**src/rtl/pi_throttle_controller_assert.svh**
```systemverilog
// assertion macros for the pi throttle controller
// used by modules that check their own control logic; expects clk and rst_n in scope
`ifndef PI_THROTTLE_CONTROLLER_ASSERT_SVH
`define PI_THROTTLE_CONTROLLER_ASSERT_SVH

// antecedent implies consequent in the same cycle
`define PITC_ASSERT_IMP(lbl, ante, cons, msg) \
  lbl: assert property (@(posedge clk) disable iff (!rst_n) (ante) |-> (cons)) else $error(msg);

// antecedent implies consequent in the next cycle
`define PITC_ASSERT_NXT(lbl, ante, cons, msg) \
  lbl: assert property (@(posedge clk) disable iff (!rst_n) (ante) |=> (cons)) else $error(msg);

`endif

```
**src/rtl/pitc_pkg.sv**
```systemverilog
// types and constants for the pi throttle controller
// no dependencies
package pitc_pkg;

  localparam int ENERGY_W   = 32;
  localparam int DT_W       = 17;
  localparam int GAIN_W     = 24;
  localparam int THR_W      = 17;
  localparam int LIM_W      = 31;
  localparam int FRAC_W     = 16;
  localparam int ERR_W      = 33;
  localparam int ACC_W      = 58;
  localparam int CNT_W      = 5;
  localparam int DT_PROD_W  = 34;
  localparam int SUM_W      = 35;
  localparam int CORR_W     = ACC_W - FRAC_W;
  localparam int OUTV_W     = CORR_W + 1;
  localparam int CFG_IDX_W  = 3;
  localparam int CFG_DATA_W = 32;

  localparam logic [DT_W-1:0] DT_ONE = 17'h10000;

  typedef enum logic [1:0] {
    OP_SET_TARGET   = 2'd0,
    OP_SET_MEASURED = 2'd1,
    OP_TICK         = 2'd2
  } opcode_t;

  localparam logic [CFG_IDX_W-1:0] REG_PROP_GAIN        = 3'd0;
  localparam logic [CFG_IDX_W-1:0] REG_INTEG_GAIN       = 3'd1;
  localparam logic [CFG_IDX_W-1:0] REG_THROTTLE_CEILING = 3'd2;
  localparam logic [CFG_IDX_W-1:0] REG_THROTTLE_FLOOR   = 3'd3;
  localparam logic [CFG_IDX_W-1:0] REG_STEADY_LEVEL     = 3'd4;
  localparam logic [CFG_IDX_W-1:0] REG_INTEGRAL_LIMIT   = 3'd5;

  localparam logic [GAIN_W-1:0] PROP_GAIN_RST        = 24'd32768;
  localparam logic [GAIN_W-1:0] INTEG_GAIN_RST       = 24'd6554;
  localparam logic [THR_W-1:0]  THROTTLE_CEILING_RST = 17'd65536;
  localparam logic [THR_W-1:0]  THROTTLE_FLOOR_RST   = 17'd0;
  localparam logic [THR_W-1:0]  STEADY_LEVEL_RST     = 17'd26214;
  localparam logic [LIM_W-1:0]  INTEGRAL_LIMIT_RST   = 31'd32768;

  typedef enum logic [2:0] {
    S_IDLE,
    S_MUL_DT,
    S_INTEG,
    S_MUL_P,
    S_MUL_I,
    S_OUT
  } pitc_state_t;

  typedef struct packed {
    logic start;
    logic clear;
  } mac_ctrl_t;

  typedef struct packed {
    logic busy;
    logic done;
  } mac_stat_t;

endpackage

```
**src/rtl/pitc_serial_mac.sv**
```systemverilog
// bit-serial shift-add multiply-accumulate unit, one multiplier bit per cycle
// depends on pitc_pkg
module pitc_serial_mac import pitc_pkg::*; (
  input  logic                     clk,
  input  logic                     rst_n,
  input  mac_ctrl_t                ctrl,
  input  logic signed [ERR_W-1:0]  mcand,
  input  logic [GAIN_W-1:0]        mult,
  output mac_stat_t                stat,
  output logic signed [ACC_W-1:0]  acc
);

  localparam logic [CNT_W-1:0] CNT_LAST = CNT_W'(GAIN_W - 1);

  logic signed [ACC_W-1:0] acc_r, acc_nxt;
  logic signed [ACC_W-1:0] mcand_r, mcand_nxt;
  logic [GAIN_W-1:0]       mult_r, mult_nxt;
  logic [CNT_W-1:0]        cnt_r, cnt_nxt;
  logic                    busy_r, busy_nxt;
  logic                    done_r, done_nxt;

  always_comb begin
    acc_nxt   = acc_r;
    mcand_nxt = mcand_r;
    mult_nxt  = mult_r;
    cnt_nxt   = cnt_r;
    busy_nxt  = busy_r;
    done_nxt  = 1'b0;
    if (ctrl.start) begin
      mcand_nxt = ACC_W'(mcand);
      mult_nxt  = mult;
      cnt_nxt   = '0;
      busy_nxt  = 1'b1;
      if (ctrl.clear) begin
        acc_nxt = '0;
      end
    end else if (busy_r) begin
      if (mult_r[0]) begin
        acc_nxt = acc_r + mcand_r;
      end
      mcand_nxt = mcand_r <<< 1;
      mult_nxt  = mult_r >> 1;
      cnt_nxt   = cnt_r + 1'b1;
      if (cnt_r == CNT_LAST) begin
        busy_nxt = 1'b0;
        done_nxt = 1'b1;
      end
    end
  end

  always_ff @(posedge clk) begin
    if (!rst_n) begin
      busy_r <= 1'b0;
      done_r <= 1'b0;
      cnt_r  <= '0;
    end else begin
      busy_r <= busy_nxt;
      done_r <= done_nxt;
      cnt_r  <= cnt_nxt;
    end
    acc_r   <= acc_nxt;
    mcand_r <= mcand_nxt;
    mult_r  <= mult_nxt;
  end

  assign acc       = acc_r;
  assign stat.busy = busy_r;
  assign stat.done = done_r;

endmodule

```
**src/rtl/pi_throttle_controller.sv**
```systemverilog
// Fixed-point PI throttle regulator with anti-windup clamp. Items that set the target or
// measured energy are taken in S_IDLE. A valid control tick holds the input channel through
// S_MUL_DT, S_INTEG, S_MUL_P, S_MUL_I and S_OUT: the three products (error times dt, prop
// gain times error, integral gain times integral) run one after another through a single
// bit-serial shift-add unit of 24 steps each, with the integral clamp in S_INTEG and the output
// clamp in S_OUT. The result sits in an output register, so the next item is taken while it
// waits. Config writes are always ready and take effect at once.
// depends on pitc_pkg, pitc_serial_mac and pi_throttle_controller_assert.svh
`include "pi_throttle_controller_assert.svh"

module pi_throttle_controller import pitc_pkg::*; (
  input  logic                   clk,
  input  logic                   rst_n,
  input  logic                   in_valid,
  output logic                   in_stall,
  input  logic [1:0]             in_opcode,
  input  logic signed [ENERGY_W-1:0] in_energy_value,
  input  logic [DT_W-1:0]        in_elapsed_time,
  output logic                   out_valid,
  input  logic                   out_stall,
  output logic [THR_W-1:0]       out_throttle,
  input  logic                   cfg_valid,
  output logic                   cfg_ready,
  input  logic [CFG_IDX_W-1:0]   cfg_index,
  input  logic [CFG_DATA_W-1:0]  cfg_data
);

  pitc_state_t state_r, state_nxt;

  logic [GAIN_W-1:0] prop_gain_r, integ_gain_r;
  logic [THR_W-1:0]  ceiling_r, floor_r, steady_r;
  logic [LIM_W-1:0]  lim_r;

  logic signed [ENERGY_W-1:0] target_r, measured_r, integ_r;
  logic                       t_seen_r, m_seen_r;
  logic signed [ERR_W-1:0]    err_r;
  logic                       out_valid_r;
  logic [THR_W-1:0]           out_throttle_r;

  logic accept, tick_ok, load_out, integ_load;
  mac_ctrl_t mac_ctrl;
  mac_stat_t mac_st;
  logic signed [ERR_W-1:0] mac_mcand, err_calc;
  logic [GAIN_W-1:0]       mac_mult;
  logic signed [ACC_W-1:0] acc;

  logic signed [DT_PROD_W-1:0] dt_prod;
  logic signed [SUM_W-1:0]     sum, lim_s, integ_clamp;
  logic signed [ENERGY_W-1:0]  integ_nxt;
  logic signed [CORR_W-1:0]    corr;
  logic signed [OUTV_W-1:0]    outv, hi_s, lo_s, outv_clamp;
  logic signed [SUM_W-1:0]     integ_ext;

  assign accept    = in_valid && !in_stall;
  assign cfg_ready = 1'b1;
  assign tick_ok   = (in_opcode == OP_TICK) && t_seen_r && m_seen_r &&
                     (in_elapsed_time != '0) && (in_elapsed_time <= DT_ONE);
  assign err_calc  = ERR_W'(target_r) - ERR_W'(measured_r);

  // integral update
  assign dt_prod     = acc[FRAC_W+DT_PROD_W-1:FRAC_W];
  assign sum         = SUM_W'(integ_r) + SUM_W'(dt_prod);
  assign lim_s       = $signed(SUM_W'(lim_r));
  always_comb begin
    priority if (sum > lim_s) begin
      integ_clamp = lim_s;
    end else if (sum < -lim_s) begin
      integ_clamp = -lim_s;
    end else begin
      integ_clamp = sum;
    end
  end
  assign integ_nxt = ENERGY_W'(integ_clamp);

  // output clamp, floor applied last
  assign corr = acc[ACC_W-1:FRAC_W];
  assign outv = $signed(OUTV_W'(steady_r)) + OUTV_W'(corr);
  assign hi_s = $signed(OUTV_W'(ceiling_r));
  assign lo_s = $signed(OUTV_W'(floor_r));
  always_comb begin
    outv_clamp = outv;
    if (outv_clamp > hi_s) begin
      outv_clamp = hi_s;
    end
    if (outv_clamp < lo_s) begin
      outv_clamp = lo_s;
    end
  end

  always_comb begin
    unique case (state_r)
      S_IDLE: begin
        mac_mcand = err_calc;
        mac_mult  = GAIN_W'(in_elapsed_time);
      end
      S_INTEG: begin
        mac_mcand = err_r;
        mac_mult  = prop_gain_r;
      end
      default: begin
        mac_mcand = ERR_W'(integ_r);
        mac_mult  = integ_gain_r;
      end
    endcase
  end

  pitc_serial_mac u_mac (
    .clk   (clk),
    .rst_n (rst_n),
    .ctrl  (mac_ctrl),
    .mcand (mac_mcand),
    .mult  (mac_mult),
    .stat  (mac_st),
    .acc   (acc)
  );

  // next state
  always_comb begin
    state_nxt = state_r;
    unique case (state_r)
      S_IDLE:   if (accept && tick_ok) state_nxt = S_MUL_DT;
      S_MUL_DT: if (mac_st.done) state_nxt = S_INTEG;
      S_INTEG:  state_nxt = S_MUL_P;
      S_MUL_P:  if (mac_st.done) state_nxt = S_MUL_I;
      S_MUL_I:  if (mac_st.done) state_nxt = S_OUT;
      S_OUT:    if (!out_valid_r || !out_stall) state_nxt = S_IDLE;
      default:  state_nxt = S_IDLE;
    endcase
  end

  // state outputs
  always_comb begin
    in_stall       = 1'b1;
    mac_ctrl.start = 1'b0;
    mac_ctrl.clear = 1'b0;
    load_out       = 1'b0;
    integ_load     = 1'b0;
    unique case (state_r)
      S_IDLE: begin
        in_stall       = 1'b0;
        mac_ctrl.start = in_valid && tick_ok;
        mac_ctrl.clear = 1'b1;
      end
      S_INTEG: begin
        integ_load     = 1'b1;
        mac_ctrl.start = 1'b1;
        mac_ctrl.clear = 1'b1;
      end
      S_MUL_P: begin
        mac_ctrl.start = mac_st.done;
      end
      S_OUT: begin
        load_out = !out_valid_r || !out_stall;
      end
      default: begin
      end
    endcase
  end

  always_ff @(posedge clk) begin
    if (!rst_n) begin
      state_r      <= S_IDLE;
      prop_gain_r  <= PROP_GAIN_RST;
      integ_gain_r <= INTEG_GAIN_RST;
      ceiling_r    <= THROTTLE_CEILING_RST;
      floor_r      <= THROTTLE_FLOOR_RST;
      steady_r     <= STEADY_LEVEL_RST;
      lim_r        <= INTEGRAL_LIMIT_RST;
      target_r     <= '0;
      measured_r   <= '0;
      integ_r      <= '0;
      t_seen_r     <= 1'b0;
      m_seen_r     <= 1'b0;
      out_valid_r  <= 1'b0;
    end else begin
      state_r <= state_nxt;
      if (cfg_valid && cfg_ready) begin
        unique case (cfg_index)
          REG_PROP_GAIN:        prop_gain_r  <= cfg_data[GAIN_W-1:0];
          REG_INTEG_GAIN:       integ_gain_r <= cfg_data[GAIN_W-1:0];
          REG_THROTTLE_CEILING: ceiling_r    <= cfg_data[THR_W-1:0];
          REG_THROTTLE_FLOOR:   floor_r      <= cfg_data[THR_W-1:0];
          REG_STEADY_LEVEL:     steady_r     <= cfg_data[THR_W-1:0];
          REG_INTEGRAL_LIMIT:   lim_r        <= cfg_data[LIM_W-1:0];
          default: begin
          end
        endcase
      end
      if (accept && (in_opcode == OP_SET_TARGET)) begin
        target_r <= in_energy_value;
        t_seen_r <= 1'b1;
      end
      if (accept && (in_opcode == OP_SET_MEASURED)) begin
        measured_r <= in_energy_value;
        m_seen_r   <= 1'b1;
      end
      if (integ_load) begin
        integ_r <= integ_nxt;
      end
      if (load_out) begin
        out_valid_r <= 1'b1;
      end else if (!out_stall) begin
        out_valid_r <= 1'b0;
      end
    end
    if (accept) begin
      err_r <= err_calc;
    end
    if (load_out) begin
      out_throttle_r <= outv_clamp[THR_W-1:0];
    end
  end

  assign out_valid    = out_valid_r;
  assign out_throttle = out_throttle_r;

  // integral stays inside the anti-windup bound once updated
  assign integ_ext = SUM_W'(integ_r);

  `PITC_ASSERT_NXT(a_integ_bound, state_r == S_INTEG,
    (integ_ext <= lim_s) && (integ_ext >= -lim_s), "integral outside limit")
  `PITC_ASSERT_IMP(a_mac_busy_state, mac_st.busy,
    state_r == S_MUL_DT || state_r == S_MUL_P || state_r == S_MUL_I, "mac busy out of sequence")
  `PITC_ASSERT_NXT(a_out_only_from_out, (state_r != S_OUT) && !out_valid_r,
    !out_valid_r, "result without a finished tick")

endmodule

```
**config.mk**
```make
export PLATFORM = sky130hd
export DESIGN_NAME = pi_throttle_controller
export DESIGN_NICKNAME = d
export VERILOG_FILES = /design/src/rtl/pitc_pkg.sv /design/src/rtl/pitc_serial_mac.sv /design/src/rtl/pi_throttle_controller.sv
export VERILOG_INCLUDE_DIRS = /design/src /design/src/rtl
export SDC_FILE = /design/constraint.sdc
export NUM_CORES = 1
export LEC_CHECK = 0
export BUFFER_PORTS_ARGS = -buffer_cell sky130_fd_sc_hd__buf_2
export CORE_ASPECT_RATIO = 0.5
export CORE_MARGIN = 2
export CORE_UTILIZATION = 30
export CTS_CLUSTER_DIAMETER = 80
export DETAILED_ROUTE_END_ITERATION = 8
export GPL_TIMING_DRIVEN = 0
export SLEW_MARGIN = 15
export SYNTH_ARGS = -nofsm -noshare
export SYNTH_HDL_FRONTEND = slang
export SYNTH_SLANG_ARGS = --single-unit
```
**constraint.sdc**
```tcl
create_clock -name clk -period 17 [get_ports clk]
set_clock_uncertainty 0.15 [all_clocks]
set_input_delay 3.4 -clock clk [delete_from_list [all_inputs] [get_ports clk]]
set_output_delay 3.4 -clock clk [all_outputs]
set_load 0.05 [all_outputs]
```
## Yosys cells after proc, flatten, opt, wreduce, memory -nomap -nowiden

Cells that the tools add are included.

- Register bits: 429
- Input bits: 91

- Add/sub/neg operators: 6
- Magnitude comparators: 5
- Eq/ne operators: 20
- Multiplexer cells: 31
- Bitwise logic cells: 2
- Reductions and logical operators: 29

Operators with widths:

| kind | number |
|---|---|
| $mux 58 | 6 |
| $pmux 33 s2 | 1 |
| $mux 32 | 2 |
| $add 58x58->58 | 1 |
| $mux 24 | 2 |
| $pmux 24 s2 | 1 |
| $add 18x42->43 | 1 |
| $gt 43x18->1 | 1 |
| $lt 43x18->1 | 1 |
| $mux 43 | 1 |
| $add 32x34->35 | 1 |
| $gt 35x32->1 | 1 |
| $lt 35x35->1 | 1 |
| $neg 31->35 | 1 |
| $sub 32x32->33 | 1 |
| $pmux 3 s6 | 1 |
| $le 17x17->1 const B | 1 |
| $mux 17 | 1 |
| $reduce_bool 17->1 | 1 |
| $mux 3 | 5 |
| $eq 3x2->1 const B | 4 |
| $eq 3x3->1 const B | 4 |
| $reduce_and 2->1 | 6 |
| $mux 1 | 10 |
| 19 further kinds | 38 |

## Logic depth before layout (Yosys ltp)

Gate-level depths: netlist of run 1.

- Depth in word-level cells: 9
- Depth in mapped cells: 32
- Mapped depth without buffers: 31

## Hierarchy

A second synthesis of run 1 with hierarchy kept.

- Cells, all modules: 3,489
- Area total of the unflattened synthesis: 29,781.1 µm²

Modules (own cells, without submodules):

| module | instances | cells each | area each (µm²) | sequential area each (µm²) |
|---|---|---|---|---|
| pi_throttle_controller | 1 | 2,622 | 20,673.6 | 6,145.9 |
| pitc_serial_mac | 1 | 867 | 9,107.5 | 4,344.2 |

## Worst setup path after synthesis of run 1

Ideal clock, no wire load.

- Kind: input-to-reg
- From: in in_valid
- To: reg u_mac.acc_r[0], in the netlist u_mac.acc[0] (enable)
- Setup time: 0.493 ns
- Data arrival time: 8.051 ns
- Path slack: 8.306 ns
- Stages on the path: 8
- Buffers on the path: 2
- Cell sequence: nand2_1 > inv_1 > nand3_1 > clkinv_1 > nor3_1 > clkbuf_1 > buf_1 > a21oi_1

- Word-level cells in the longest chain between the ends: 4
- Elaborated cells between the ends (all ways): 6
- Classes of those cells: eq/ne: 1; mux: 1; reduce/logical: 4

Ends and longest elaborated chain:

| what | RTL line | RTL |
|---|---|---|
| start, declared | pi_throttle_controller.sv:14 | `input logic in_valid,` |
| $logic_and 1x1->1 (*) | pi_throttle_controller.sv:141 | `mac_ctrl.start = in_valid && tick_ok;` |
| $pmux 1 s3 (*) | pi_throttle_controller.sv:138 | `unique case (state_r)` |
| $ne 2x2->1 (no line) / $reduce_bool 2->1 (equally long branches) | -- |  |
| $reduce_and 3->1 (no line) (*) | -- |  |
| end signal, assigned | pitc_serial_mac.sv:61 | `acc_r <= acc_nxt;` |
| end, declared | pitc_serial_mac.sv:15 | `logic signed [ACC_W-1:0] acc_r, acc_nxt;` |

Mark *: on every way between the ends. The rest lies on a longest branch, timed or not.
A chain may end at the register's enable or synchronous reset.

## Worst setup path in the final report of run 1

- From: reg u_mac.acc_r[16], in the netlist u_mac.acc[16]
- To: reg out_throttle_r[3], in the netlist out_throttle[3] (data pin)

- Word-level cells in the longest chain between the ends: 5

Ends and longest elaborated chain:

| what | RTL line | RTL |
|---|---|---|
| $add 18x42->43 (*) | pi_throttle_controller.sv:77 | `assign outv = $signed(OUTV_W'(steady_r)) + OUTV_W'(corr);` |
| $gt 43x18->1 | pi_throttle_controller.sv:82 | `if (outv_clamp > hi_s) begin` |
| $mux 43 (*) | pi_throttle_controller.sv:82 |  |
| $lt 43x18->1 | pi_throttle_controller.sv:85 | `if (outv_clamp < lo_s) begin` |
| $mux 17 (*) | pi_throttle_controller.sv:85 |  |
| named net outv_clamp[3] | pi_throttle_controller.sv:51 | `logic signed [OUTV_W-1:0] outv, hi_s, lo_s, outv_clamp;` |
| end signal, assigned | pi_throttle_controller.sv:210 | `out_throttle_r <= outv_clamp[THR_W-1:0];` |
| end, declared | pi_throttle_controller.sv:38 | `logic [THR_W-1:0] out_throttle_r;` |

Mark *: on every way through the listed nets, which the timed path passes. The rest lies on a longest branch.

==> results of run 1 <==
routing by layer:
metal / routed length [um] / global-route usage / share of wire
met1: 46100 / 0.282 / 0.47
met2: 42500 / 0.302 / 0.43
met3: 7310 / 0.0321 / 0.074
met4: 2720 / 0.0557 / 0.028
met5: 68 / 0 / 0.00069
cell usage after synthesis, drive strengths merged (6+ instances only):
| master | count | share of area |
|---|---|---|
| a2111oi | 15 | 0.0048 |
| a211o | 10 | 0.0031 |
| a211oi | 28 | 0.0073 |
| a21boi | 187 | 0.049 |
| a21o | 98 | 0.026 |
| a21oi | 216 | 0.038 |
| a222oi | 6 | 0.0021 |
| a22o | 9 | 0.0028 |
| a22oi | 12 | 0.0031 |
| a31oi | 19 | 0.0042 |
| a41oi | 8 | 0.0024 |
| and2 | 21 | 0.0047 |
| and3 | 26 | 0.0057 |
| buf | 20 | 0.0033 |
| clkbuf | 152 | 0.020 |
| dfxtp | 239 | 0.17 |
| edfxtp | 190 | 0.20 |
| ha | 240 | 0.10 |
| inv | 165 | 0.022 |
| mux2 | 20 | 0.0079 |
| mux2i | 33 | 0.012 |
| nand2 | 621 | 0.081 |
| nand2b | 28 | 0.0061 |
| nand3 | 110 | 0.019 |
| nand4 | 73 | 0.016 |
| nor2 | 224 | 0.029 |
| nor2b | 24 | 0.0052 |
| nor3 | 55 | 0.0096 |
| nor3b | 8 | 0.0021 |
| nor4 | 18 | 0.0039 |
| o2111ai | 6 | 0.0018 |
| o211ai | 9 | 0.0024 |
| o21a | 35 | 0.0092 |
| o21ai | 178 | 0.032 |
| o21bai | 15 | 0.0039 |
| o22ai | 10 | 0.0022 |
| o311ai | 27 | 0.0083 |
| o31ai | 14 | 0.0037 |
| o41ai | 6 | 0.0025 |
| or2 | 10 | 0.0022 |
| or3 | 12 | 0.0026 |
| xnor2 | 107 | 0.033 |
| xor2 | 47 | 0.014 |
sequential cells by signal, indices dropped and copies added (netlist names), 17 cells and up:
signal and flops:
u_mac.acc 58, u_mac.mcand_r 58, err_r 33, integ_r 32
measured_r 32, target_r 32, lim_r 31, integ_gain_r 24
prop_gain_r 24, u_mac.mult_r 24, ceiling_r 17, floor_r 17
out_throttle 17, steady_r 17
power by group through the flow:
stage / registers (W) / logic [W] / clock network, W
after floorplan: 0.00114 / 0.000192 / 0
after global placement: 0.00114 / 0.000292 / 0
after detailed placement: 0.00114 / 0.000297 / 0
after CTS: 0.00112 / 0.000299 / 0.00108
after global routing: 0.00112 / 0.000332 / 0.00112
final: 0.00112 / 0.000305 / 0.00106
cells by family (layout without fill, tap and decap cells):
family / Yosys count / count (layout) / share of synthesized area
muxes: 53 / 53 / 0.0194
and+or+nand+nor: 1246 / 1246 / 0.193
AOI/OAI and AO/OA: 943 / 943 / 0.220
adders and majority gates: 244 / 244 / 0.108
DFF: 429 / 429 / 0.367
xor gates and xnor gates: 154 / 154 / 0.0471
buffers and inverters: 340 / 539 / 0.0453
other: 1 / 4 / 0.000131
critical path, delay by kind of cell (launching register included):
kind / cells / cell delay, ns
and+or+nand+nor: 8 / 1.29
AOI/OAI and AO/OA: 14 / 3.93
muxes: 2 / 0.63
buffers and inverters: 1 / 0.37
adders and majority gates: 4 / 1.33
DFF: 1 / 0.54
xor gates and xnor gates: 1 / 0.31
path summary, 6_finish.rpt:
path	start	end	slack, ns	depth (start not counted)
hold reg to reg	integ_gain_r[14]	integ_gain_r[14]	0.32	2
hold / removal	integ_gain_r[14]	integ_gain_r[14]	0.32	2
setup reg to reg	u_mac.acc[16]	out_throttle[3]	8.23	30
setup / recovery	u_mac.acc[16]	out_throttle[3]	8.23	30
through the flow:
step	hold slack (ns)	cell area (um2)	setup slack, ns	cells	utilization
after floorplan	0.283	28600	8.31	3410	-
after global placement	0.291	30700	4.93	4788	0.324
after detailed placement	0.307	30900	8.23	4794	0.326
after CTS	0.316	32500	8.21	4880	0.342
after global routing	0.335	32500	7.62	4880	0.342
final	0.315	32500	8.23	4883	0.342
layout make-up:
class,count,share of cell area
plain buffers,172,0.0205
well taps,1271,0.0490
multi-input cells,2641,0.519
clock buffers,55,0.0374
inverters,168,0.0194
flip-flops and latches,429,0.323
diodes,3,0.000231
clock inverters,31,0.0105
repair buffers,113,0.0205
==> results.txt, run 1 <==
----------------------------------------------------
[STA]
  Fin. max-slew vios ... 0
  Tightest Pin Transition ... around 1.2 ns
  Highest clock rate ... 0.114 GHz
  Worst slew slack as a fraction of its limit ... 0.173
  Count of final setup violators ... 0
  Ratio of final minimum period to clock period ... 0.516
  Unrepaired setup endpoints after global routing ... false
  Fin Setup TNS ... 0 ns
  Time the final worst path needs with I/O delays and setup ... a little under 9 ns
  Final hold violations ... 0

[Drt]
  Aggregate routed wire length ... 98700 um
  Number of remaining DRC errors ... 0
  Via count ... between 20000 and 30000
  Drt first-iter violations ... 2512
  Drt first pass iters ... 8
  Average routed wire per standard cell ... 20.2 um
  Drt via density ... about 5.3
  Remaining antenna violation count ... 0

[Logic synthesis]
  Number of enable flip-flop cells after synthesis ... 190
  Sequential element share of the synthesized area ... 0.367
  Gate Count Post-Synth ... approximately 3400
  Post-synthesis cell type count ... between 80 and 90
  Synth Cell Area ... about 0.029 mm2
  Number of warnings printed during yosys synthesis ... 0
  Most instantiated flip-flop cell in the synthesis netlist ... dfxtp_1
  Synthesis-stage register bit count ... 429
  Number of nets produced by synthesis ... 3745
  Fraction of registers with async set/reset ... 0
  Synthesized area per cell ... between 8 and 9 um2

[GRT]
  Initial antenna violation count ... 13
  Global-route wire length before repair ... around 150000 um
  Number of global-route vias before repair ... between 20000 and 25000
  Grt ovf ... 0
  Global routing usage summed across all routing layers ... 0.196
  Largest net degree at the start of global routing ... 49

[Cells and area]
  Filler cell count ... roughly 9900
  Net count reported at finish ... between 3000 and 4000
  Area used by multi-input combinational logic ... about 0.017 mm2
  Most used cells in the layout excluding fill and tap cells ... nand2_1 (620), ha_1 (240), dfxtp_1 (239)
  FF/Latch Area ... approximately 0.010 mm2
  Ratio of cells with drive above 1 in the final layout ... 0.0698
  Most common library cell in the layout ignoring fill and taps ... nand2_1
  Post-synthesis to final-layout area growth ... 13.5%

[Pwr]
  Final Total Pwr ... 0.00249 W
  Clk network pwr share ... 0.427
  Peak supply drop ... between 0.06 and 0.07 mV
  Combinational Power Share ... 0.122
  Net switching share of the total power ... 0.271
  Cell Pwr Density ... approximately 77 mW/mm2
  Reg power frac ... 0.450
  Switching power ... roughly 0.00067 W
  Pint ... ~0.0018 W
  LEAKAGE ... about 12 nW

[Status]
  Status ... completed

[Die]
  Area of the core ... 0.0949 mm2
  Std cell rows ... 80
  Initial cell density of the core ... 0.302
  Area enclosed by the die boundary ... roughly 0.098 mm2
  Die width ... 441 um
  Die Span Y ... about 220 um
  Number of ports placed on the die boundary ... roughly 110

[Critical path]
  Arrival time at the worst endpoint ... roughly 9 ns
  CP Class ... reg2reg
  Slowest-stage cell, CP ... o41ai_4
  Worst EP required ... around 17 ns
  Critical path endpoint category ... flip-flop
  Cell with the most instances on the worst path ... o21ai_0
  Crit-path max FO ... 10
  Crit start category ... flip-flop
  Crit path largest cell delay ... 0.78 ns

[Placed design]
  Dpl hpwl ... ~80000 um
  Input/output buffers ... roughly 110
  GP Congestion ... roughly 0.96

[Clock tree]
  Clock Latency Late Sink ... about 0.62 ns
  Number of CTS-inserted buffers ... 46
  Max clock buf depth ... 3
  Number of instances resized during post-cts repair ... 0
  Total number of clock tree sinks ... about 430
  Buffers inserted by post-CTS timing repair ... 0
  H-tree level count ... 2
  Number of buffers inserted for hold repair after clock tree synthesis ... 0
  Clock tree root buffer cell ... clkbuf_16
  Clock transition at the registers of the reported paths ... 0.07 ns
  CTS tree ... built

[Flow run]
  Number of maximum-capacitance violations ... 0

[Min path]
  Worst min-delay path class ... reg2reg

----------------------------------------------------
(Power assumes the default switching activity.)
==> run 2, diff against run 1 <==
clock period = 8.6 ns   (was 17 ns; I/O delays follow)
==> run 2 against run 1 <==
Against the previous run: combinational power rose by 98%; non-clock buffer count up 5; cell count is 0.12% higher; largest power group unchanged.
==> results.txt, run 2 (synthesis results as in run 1) <==
----------------------------------------------------
[Drt]
  Aggregate routed wire length ... 98800 um (about the same)
  Average routed wire per standard cell ... 20.2 um (about the same)
  Drt first pass iters ... 6 (-2)
  Drt via density ... 5.33 (about the same)
  Via count ... 26054 (+0.19%)
  Number of remaining DRC errors ... 0 (unchanged)
  Remaining antenna violation count ... 0 (unchanged)
  Drt first-iter violations ... 2490 (-0.88%)

[Placed design]
  GP Congestion ... 0.962 (unchanged)
  Dpl hpwl ... 78200 um (unchanged)
  Input/output buffers ... 107 (unchanged)

[Clock tree]
  H-tree level count ... 2 (unchanged)
  Number of CTS-inserted buffers ... 46 (unchanged)
  Clock Latency Late Sink ... 0.62 ns (about the same)
  Clock tree root buffer cell ... clkbuf_16
  CTS tree ... built
  Total number of clock tree sinks ... 429 (unchanged)
  Clock transition at the registers of the reported paths ... 0.06 ns (about the same)
  Max clock buf depth ... 3 (unchanged)

[Critical path]
  Crit path largest cell delay ... 0.55 ns (-0.23 ns)
  CP Class ... reg2reg
  Critical path endpoint category ... flip-flop
  Crit-path max FO ... 10 (unchanged)
  Worst EP required ... 8.80 ns (-8.45 ns)
  Cell with the most instances on the worst path ... o21ai_0
  Slowest-stage cell, CP ... edfxtp_1
  Crit start category ... flip-flop
  Arrival time at the worst endpoint ... 8.24 ns (-0.78 ns)

[GRT]
  Initial antenna violation count ... 13 (unchanged)
  Grt ovf ... 0 (unchanged)
  Global-route wire length before repair ... 149000 um (about the same)
  Number of global-route vias before repair ... 24412 (+0.13%)
  Largest net degree at the start of global routing ... 49 (unchanged)
  Global routing usage summed across all routing layers ... 0.197 (about the same)

[Cells and area]
  Area used by multi-input combinational logic ... 0.0169 mm2 (about the same)
  Ratio of cells with drive above 1 in the final layout ... 0.0717 (+0.00184)
  Most used cells in the layout excluding fill and tap cells ... nand2_1 (620), ha_1 (240), dfxtp_1 (239)
  Filler cell count ... 9865 (-0.041%)
  Net count reported at finish ... 3911 (+0.13%)
  Most common library cell in the layout ignoring fill and taps ... nand2_1
  Post-synthesis to final-layout area growth ... 13.6%
  FF/Latch Area ... 0.0105 mm2 (unchanged)

[STA]
  Count of final setup violators ... 0 (unchanged)
  Unrepaired setup endpoints after global routing ... false
  Fin. max-slew vios ... 0 (unchanged)
  Ratio of final minimum period to clock period ... 0.935 (+0.419)
  Highest clock rate ... 0.124 GHz (+9.0%)
  Worst slew slack as a fraction of its limit ... 0.141 (-0.0322)
  Fin Setup TNS ... 0 ns (unchanged)
  Tightest Pin Transition ... 1.29 ns (+0.0483 ns)
  Time the final worst path needs with I/O delays and setup ... 8.04 ns (-0.725 ns)
  Final hold violations ... 0 (unchanged)

[Status]
  Status ... completed

[Min path]
  Worst min-delay path class ... reg2reg

[Die]
  Die Span Y ... 222 um (unchanged)
  Std cell rows ... 80 (unchanged)
  Area enclosed by the die boundary ... 0.0980 mm2 (unchanged)
  Number of ports placed on the die boundary ... 111 (unchanged)
  Die width ... 441 um (unchanged)
  Initial cell density of the core ... 0.302 (unchanged)
  Area of the core ... 0.0949 mm2 (unchanged)

[Pwr]
  Final Total Pwr ... 0.00492 W (+98%)
  LEAKAGE ... 12.5 nW (+0.18%)
  Cell Pwr Density ... 151 mW/mm2 (+98%)
  Peak supply drop ... 0.132 mV (+96%)

[Flow run]
  Number of maximum-capacitance violations ... 0 (unchanged)

----------------------------------------------------
-- run 2: cell type report --
class                   count  area share
repair buffers            118      0.0216
well taps                1271      0.0489
inverters                 168      0.0194
flip-flops and latches    429       0.323
clock buffers              55      0.0374
multi-input cells        2641       0.519
clock inverters            31      0.0105
plain buffers             172      0.0205
diodes                      4    0.000308
-- run 2: per-stage QoR --
step	worst slack (ns)	instance area [um2]	hold WS (ns)	utilization	std cells
after floorplan	1.56	28600	0.283	-	3410
after global placement	-1.79	30700	0.291	0.324	4788
after detailed placement	-0.172	30900	0.307	0.326	4794
after CTS	0.379	32500	0.316	0.342	4885
after global routing	0.0525	32500	0.335	0.343	4885
final	0.558	32500	0.316	0.343	4889
-- run 2: worst paths after layout --
| kind | depth (start not counted) | from | endpoint | slack, ns |
|---|---|---|---|---|
| setup / recovery | 33 | u_mac.acc[16] | out_throttle[5] | 0.56 |
| hold / removal | 2 | measured_r[13] | measured_r[13] | 0.32 |
| hold reg to reg | 2 | measured_r[13] | measured_r[13] | 0.32 |
| setup reg to reg | 33 | u_mac.acc[16] | out_throttle[5] | 0.56 |
-- run 2: where the power goes --
part,internal (W),switching [W]
sequential,0.00219,0.0000252
combinational,0.000219,0.000384
clock,0.00118,0.000927
total,0.00358,0.00134
-- run 2: worst max-delay path: cells and delay by family (launching register included) --
kind	cells	cell delay (ns)
and+or+nand+nor	9	1.17
adders and majority gates	4	1.33
muxes	2	0.52
buffers and inverters	2	0.45
AOI/OAI and AO/OA	15	3.26
DFF	1	0.55
xor gates and xnor gates	1	0.32
-- run 2: what timing repair did --
action                                  4_1_cts  5_1_grt
hold buffers                                  0        0
endpoints found under the setup margin       16       12
gates cloned                                  0        0
pin swaps                                     1        0
resized for setup                             0        2
setup buffers                                 5        0
-- run 2: layer usage --
metal,GRT usage,wire [um]
met1,0.282,46300
met2,0.302,42600
met3,0.0321,7080
met4,0.0568,2780
met5,0,62
==> run 3, diff against run 2 <==
BUFFER_PORTS_ARGS = -buffer_cell sky130_fd_sc_hd__clkbuf_2   (was -buffer_cell sky130_fd_sc_hd__buf_2)
CORE_MARGIN = 5   (was 2)
==> run 3 against run 2 <==
Against the previous run: sequential power hardly changed; critical path depth is the same; hold slack worse by 0.0025 ns; sequential share of layout area up 0.061 points; cell count did not move; via count is 0.15% lower; utilization fell by 0.10 points; clock-buffer cell count increased by 11; power fell by 1.3%; die area increased by 4.1%; cell area decreased by 0.19%; wire length down 1.5%; critical path type unchanged; critical endpoint unchanged; highest routed layer unchanged.
==> results.txt, run 3 (synthesis results as in run 1) <==
----------------------------------------------------
[Status]
  Status ... completed

[Die]
  Die width ... 447 um (+1.4%)
  Initial cell density of the core ... 0.301 (-0.000318)
  Number of ports placed on the die boundary ... 111 (unchanged)
  Std cell rows ... 80 (unchanged)
  Area of the core ... 0.0950 mm2 (+0.11%)
  Die Span Y ... 228 um (+2.7%)
  Area enclosed by the die boundary ... 0.102 mm2 (+4.1%)

[Critical path]
  Worst EP required ... 8.79 ns (about the same)
  Endpoint of the worst register-to-register path ... out_throttle[5]
  CP Class ... reg2reg
  Crit start category ... flip-flop
  Startpoint of the most critical setup path ... u_mac.acc[16]
  Critical path endpoint category ... flip-flop
  Worst reg-to-reg setup slack ... 0.41 ns (-0.14 ns)
  Slowest-stage cell, CP ... edfxtp_1
  Arrival time at the worst endpoint ... 8.37 ns (+0.13 ns)
  Critical path endpoint ... out_throttle[5]
  Depth of the most critical reg-to-reg path ... 33 (unchanged)
  Origin of the critical flop-to-flop path ... u_mac.acc[16]
  Crit path largest cell delay ... 0.56 ns (about the same)
  Crit-path max FO ... 10 (unchanged)

[Clock tree]
  Max clock buf depth ... 3 (unchanged)
  Clock tree root buffer cell ... clkbuf_16
  Clock transition at the registers of the reported paths ... 0.06 ns (about the same)
  Total number of clock tree sinks ... 429 (unchanged)
  Number of CTS-inserted buffers ... 47 (+2.2%)
  H-tree level count ... 2 (unchanged)
  CTS tree ... built
  Clock Latency Late Sink ... 0.63 ns (about the same)

[Drt]
  Drt first-iter violations ... 2406 (-3.4%)
  Aggregate routed wire length ... 97300 um (-1.5%)
  Drt via density ... 5.32 (-0.15%)
  Average routed wire per standard cell ... 19.9 um (-1.5%)
  Drt first pass iters ... 8 (+2)
  Via count ... 26015 (-0.15%)
  Remaining antenna violation count ... 0 (unchanged)
  Number of remaining DRC errors ... 0 (unchanged)

[Min path]
  Worst min-delay path class ... reg2reg

[Placed design]
  Input/output buffers ... 107 (unchanged)
  GP Congestion ... 0.964 (+0.21%)
  Dpl hpwl ... 77200 um (-1.3%)
  Post-Place Cells ... 4793 (-0.021%)

[Flow run]
  Number of maximum-capacitance violations ... 0 (unchanged)

[STA]
  Final hold violations ... 0 (unchanged)
  Unrepaired setup endpoints after global routing ... false
  Count of final setup violators ... 0 (unchanged)
  Ratio of final minimum period to clock period ... 0.952 (+0.0169)
  Highest clock rate ... 0.122 GHz (-1.8%)
  Tightest Pin Transition ... 1.15 ns (-0.137 ns)
  Fin. max-slew vios ... 0 (unchanged)
  Worst slew slack as a fraction of its limit ... 0.212 (+0.0714)
  Time the final worst path needs with I/O delays and setup ... 8.19 ns (+0.145 ns)

[Cells and area]
  Most used cells in the layout excluding fill and tap cells ... nand2_1 (620), ha_1 (240), dfxtp_1 (239)
  Final core utilization ... 0.342 (-0.00101)
  Most common library cell in the layout ignoring fill and taps ... nand2_1
  Net count reported at finish ... 3909 (-0.051%)
  Ratio of cells with drive above 1 in the final layout ... 0.0695 (-0.00218)
  Non-filler instance count after layout ... 4889 (unchanged)
  Post-synthesis to final-layout area growth ... 13.4%

[GRT]
  Global routing usage summed across all routing layers ... 0.184 (-0.0130)
  Initial antenna violation count ... 8 (-5)
  Number of global-route vias before repair ... 24532 (+0.49%)
  Largest net degree at the start of global routing ... 51 (+4.1%)
  Grt ovf ... 0 (unchanged)
  Global-route wire length before repair ... 147000 um (-1.2%)

[Pwr]
  Cell Pwr Density ... 150 mW/mm2 (-1.2%)
  LEAKAGE ... 12.5 nW (about the same)
  Peak supply drop ... 0.130 mV (-1.2%)

----------------------------------------------------
[run 3: cell count changes in the layout (fill, tap and decap cells not counted), sizes merged]
cell,previous run,this run
clkinv,20,18
clkinvlp,5,2
inv,169,167
clkbuf,207,325
diode,4,6
buf,138,28
bufinv,5,2
[run 3: per-layer routing]
layer / wire length, um / track usage / up-vias / part of all wire
met5: 11 / 0 / - / 0.00011
met1: 44000 / 0.252 / 12449 / 0.45
met2: 42300 / 0.288 / 835 / 0.44
li1: - / - / 12579 / -
met4: 3040 / 0.0575 / 2 / 0.031
met3: 7930 / 0.0404 / 150 / 0.081
[run 3: worst max-delay path, delay by kind of cell, from the launching register on]
family / cells / cell delay, ns
multiplexers: 2 / 0.52
AND/OR/NAND/NOR: 9 / 1.20
AO/OA/AOI/OAI: 15 / 3.33
flip-flops: 1 / 0.56
XOR/XNOR: 1 / 0.31
buffers and inverters: 2 / 0.47
adder cells (fa/ha/maj): 4 / 1.33
[run 3: timing repair]
| item | CTS | global route |
|---|---|---|
| pin swaps | 1 | 0 |
| setup endpoints to repair | 16 | 16 |
| buffers inserted | 3 | 0 |
| hold buffers | 0 | 0 |
| gates resized for setup | 0 | 4 |
| cloned | 0 | 0 |
[run 3: layout make-up]
type / count / area (um2)
diodes: 6 / 15.0
plain buffers: 172 / 666
clock buffers: 66 / 1330
clock inverters: 21 / 198
fillers: 9864 / 62500
inverters: 168 / 631
multi-input cells: 2641 / 16900
flip-flops and latches: 429 / 10500
well taps: 1271 / 1590
repair buffers: 115 / 661
[run 3: worst min path at each step]
stage	start	end	slack, ns	cells past startpoint
2_1_floorplan	t_seen_r	t_seen_r	0.28	1
3_3_place_gp	m_seen_r	m_seen_r	0.29	1
3_5_place_dp	m_seen_r	m_seen_r	0.30	1
4_1_cts	m_seen_r	m_seen_r	0.31	1
5_1_grt	floor_r[15]	floor_r[15]	0.33	2
6_report	m_seen_r	m_seen_r	0.31	1
[run 3: stage by stage]
| step | area [um2] | total power [W] | setup TNS [ns] | hold slack (ns) | setup WS [ns] |
|---|---|---|---|---|---|
| detailed placement | 30900 | 0.00284 | -3.53 | 0.298 | -0.324 |
| CTS | 32400 | 0.00488 | 0 | 0.314 | 0.206 |
| finish | 32500 | 0.00485 | 0 | 0.313 | 0.413 |
| global placement | 30700 | 0.00283 | -250.89 | 0.292 | -1.81 |
| global route | 32400 | 0.00504 | 0 | 0.333 | 0.0144 |
| floorplan | 28600 | 0.00263 | 0 | 0.283 | 1.56 |
[run 3: where the power goes]
| part | internal [W] | switching, W | leakage, nW | total (W) |
|---|---|---|---|---|
| Clock | 0.00115 | 0.000892 | 0.750 | 0.00204 |
| Sequential | 0.00219 | 0.0000251 | 3.67 | 0.00221 |
| Combinational | 0.000218 | 0.000382 | 8.09 | 0.000600 |
| Total | 0.00355 | 0.00130 | 12.5 | 0.00485 |
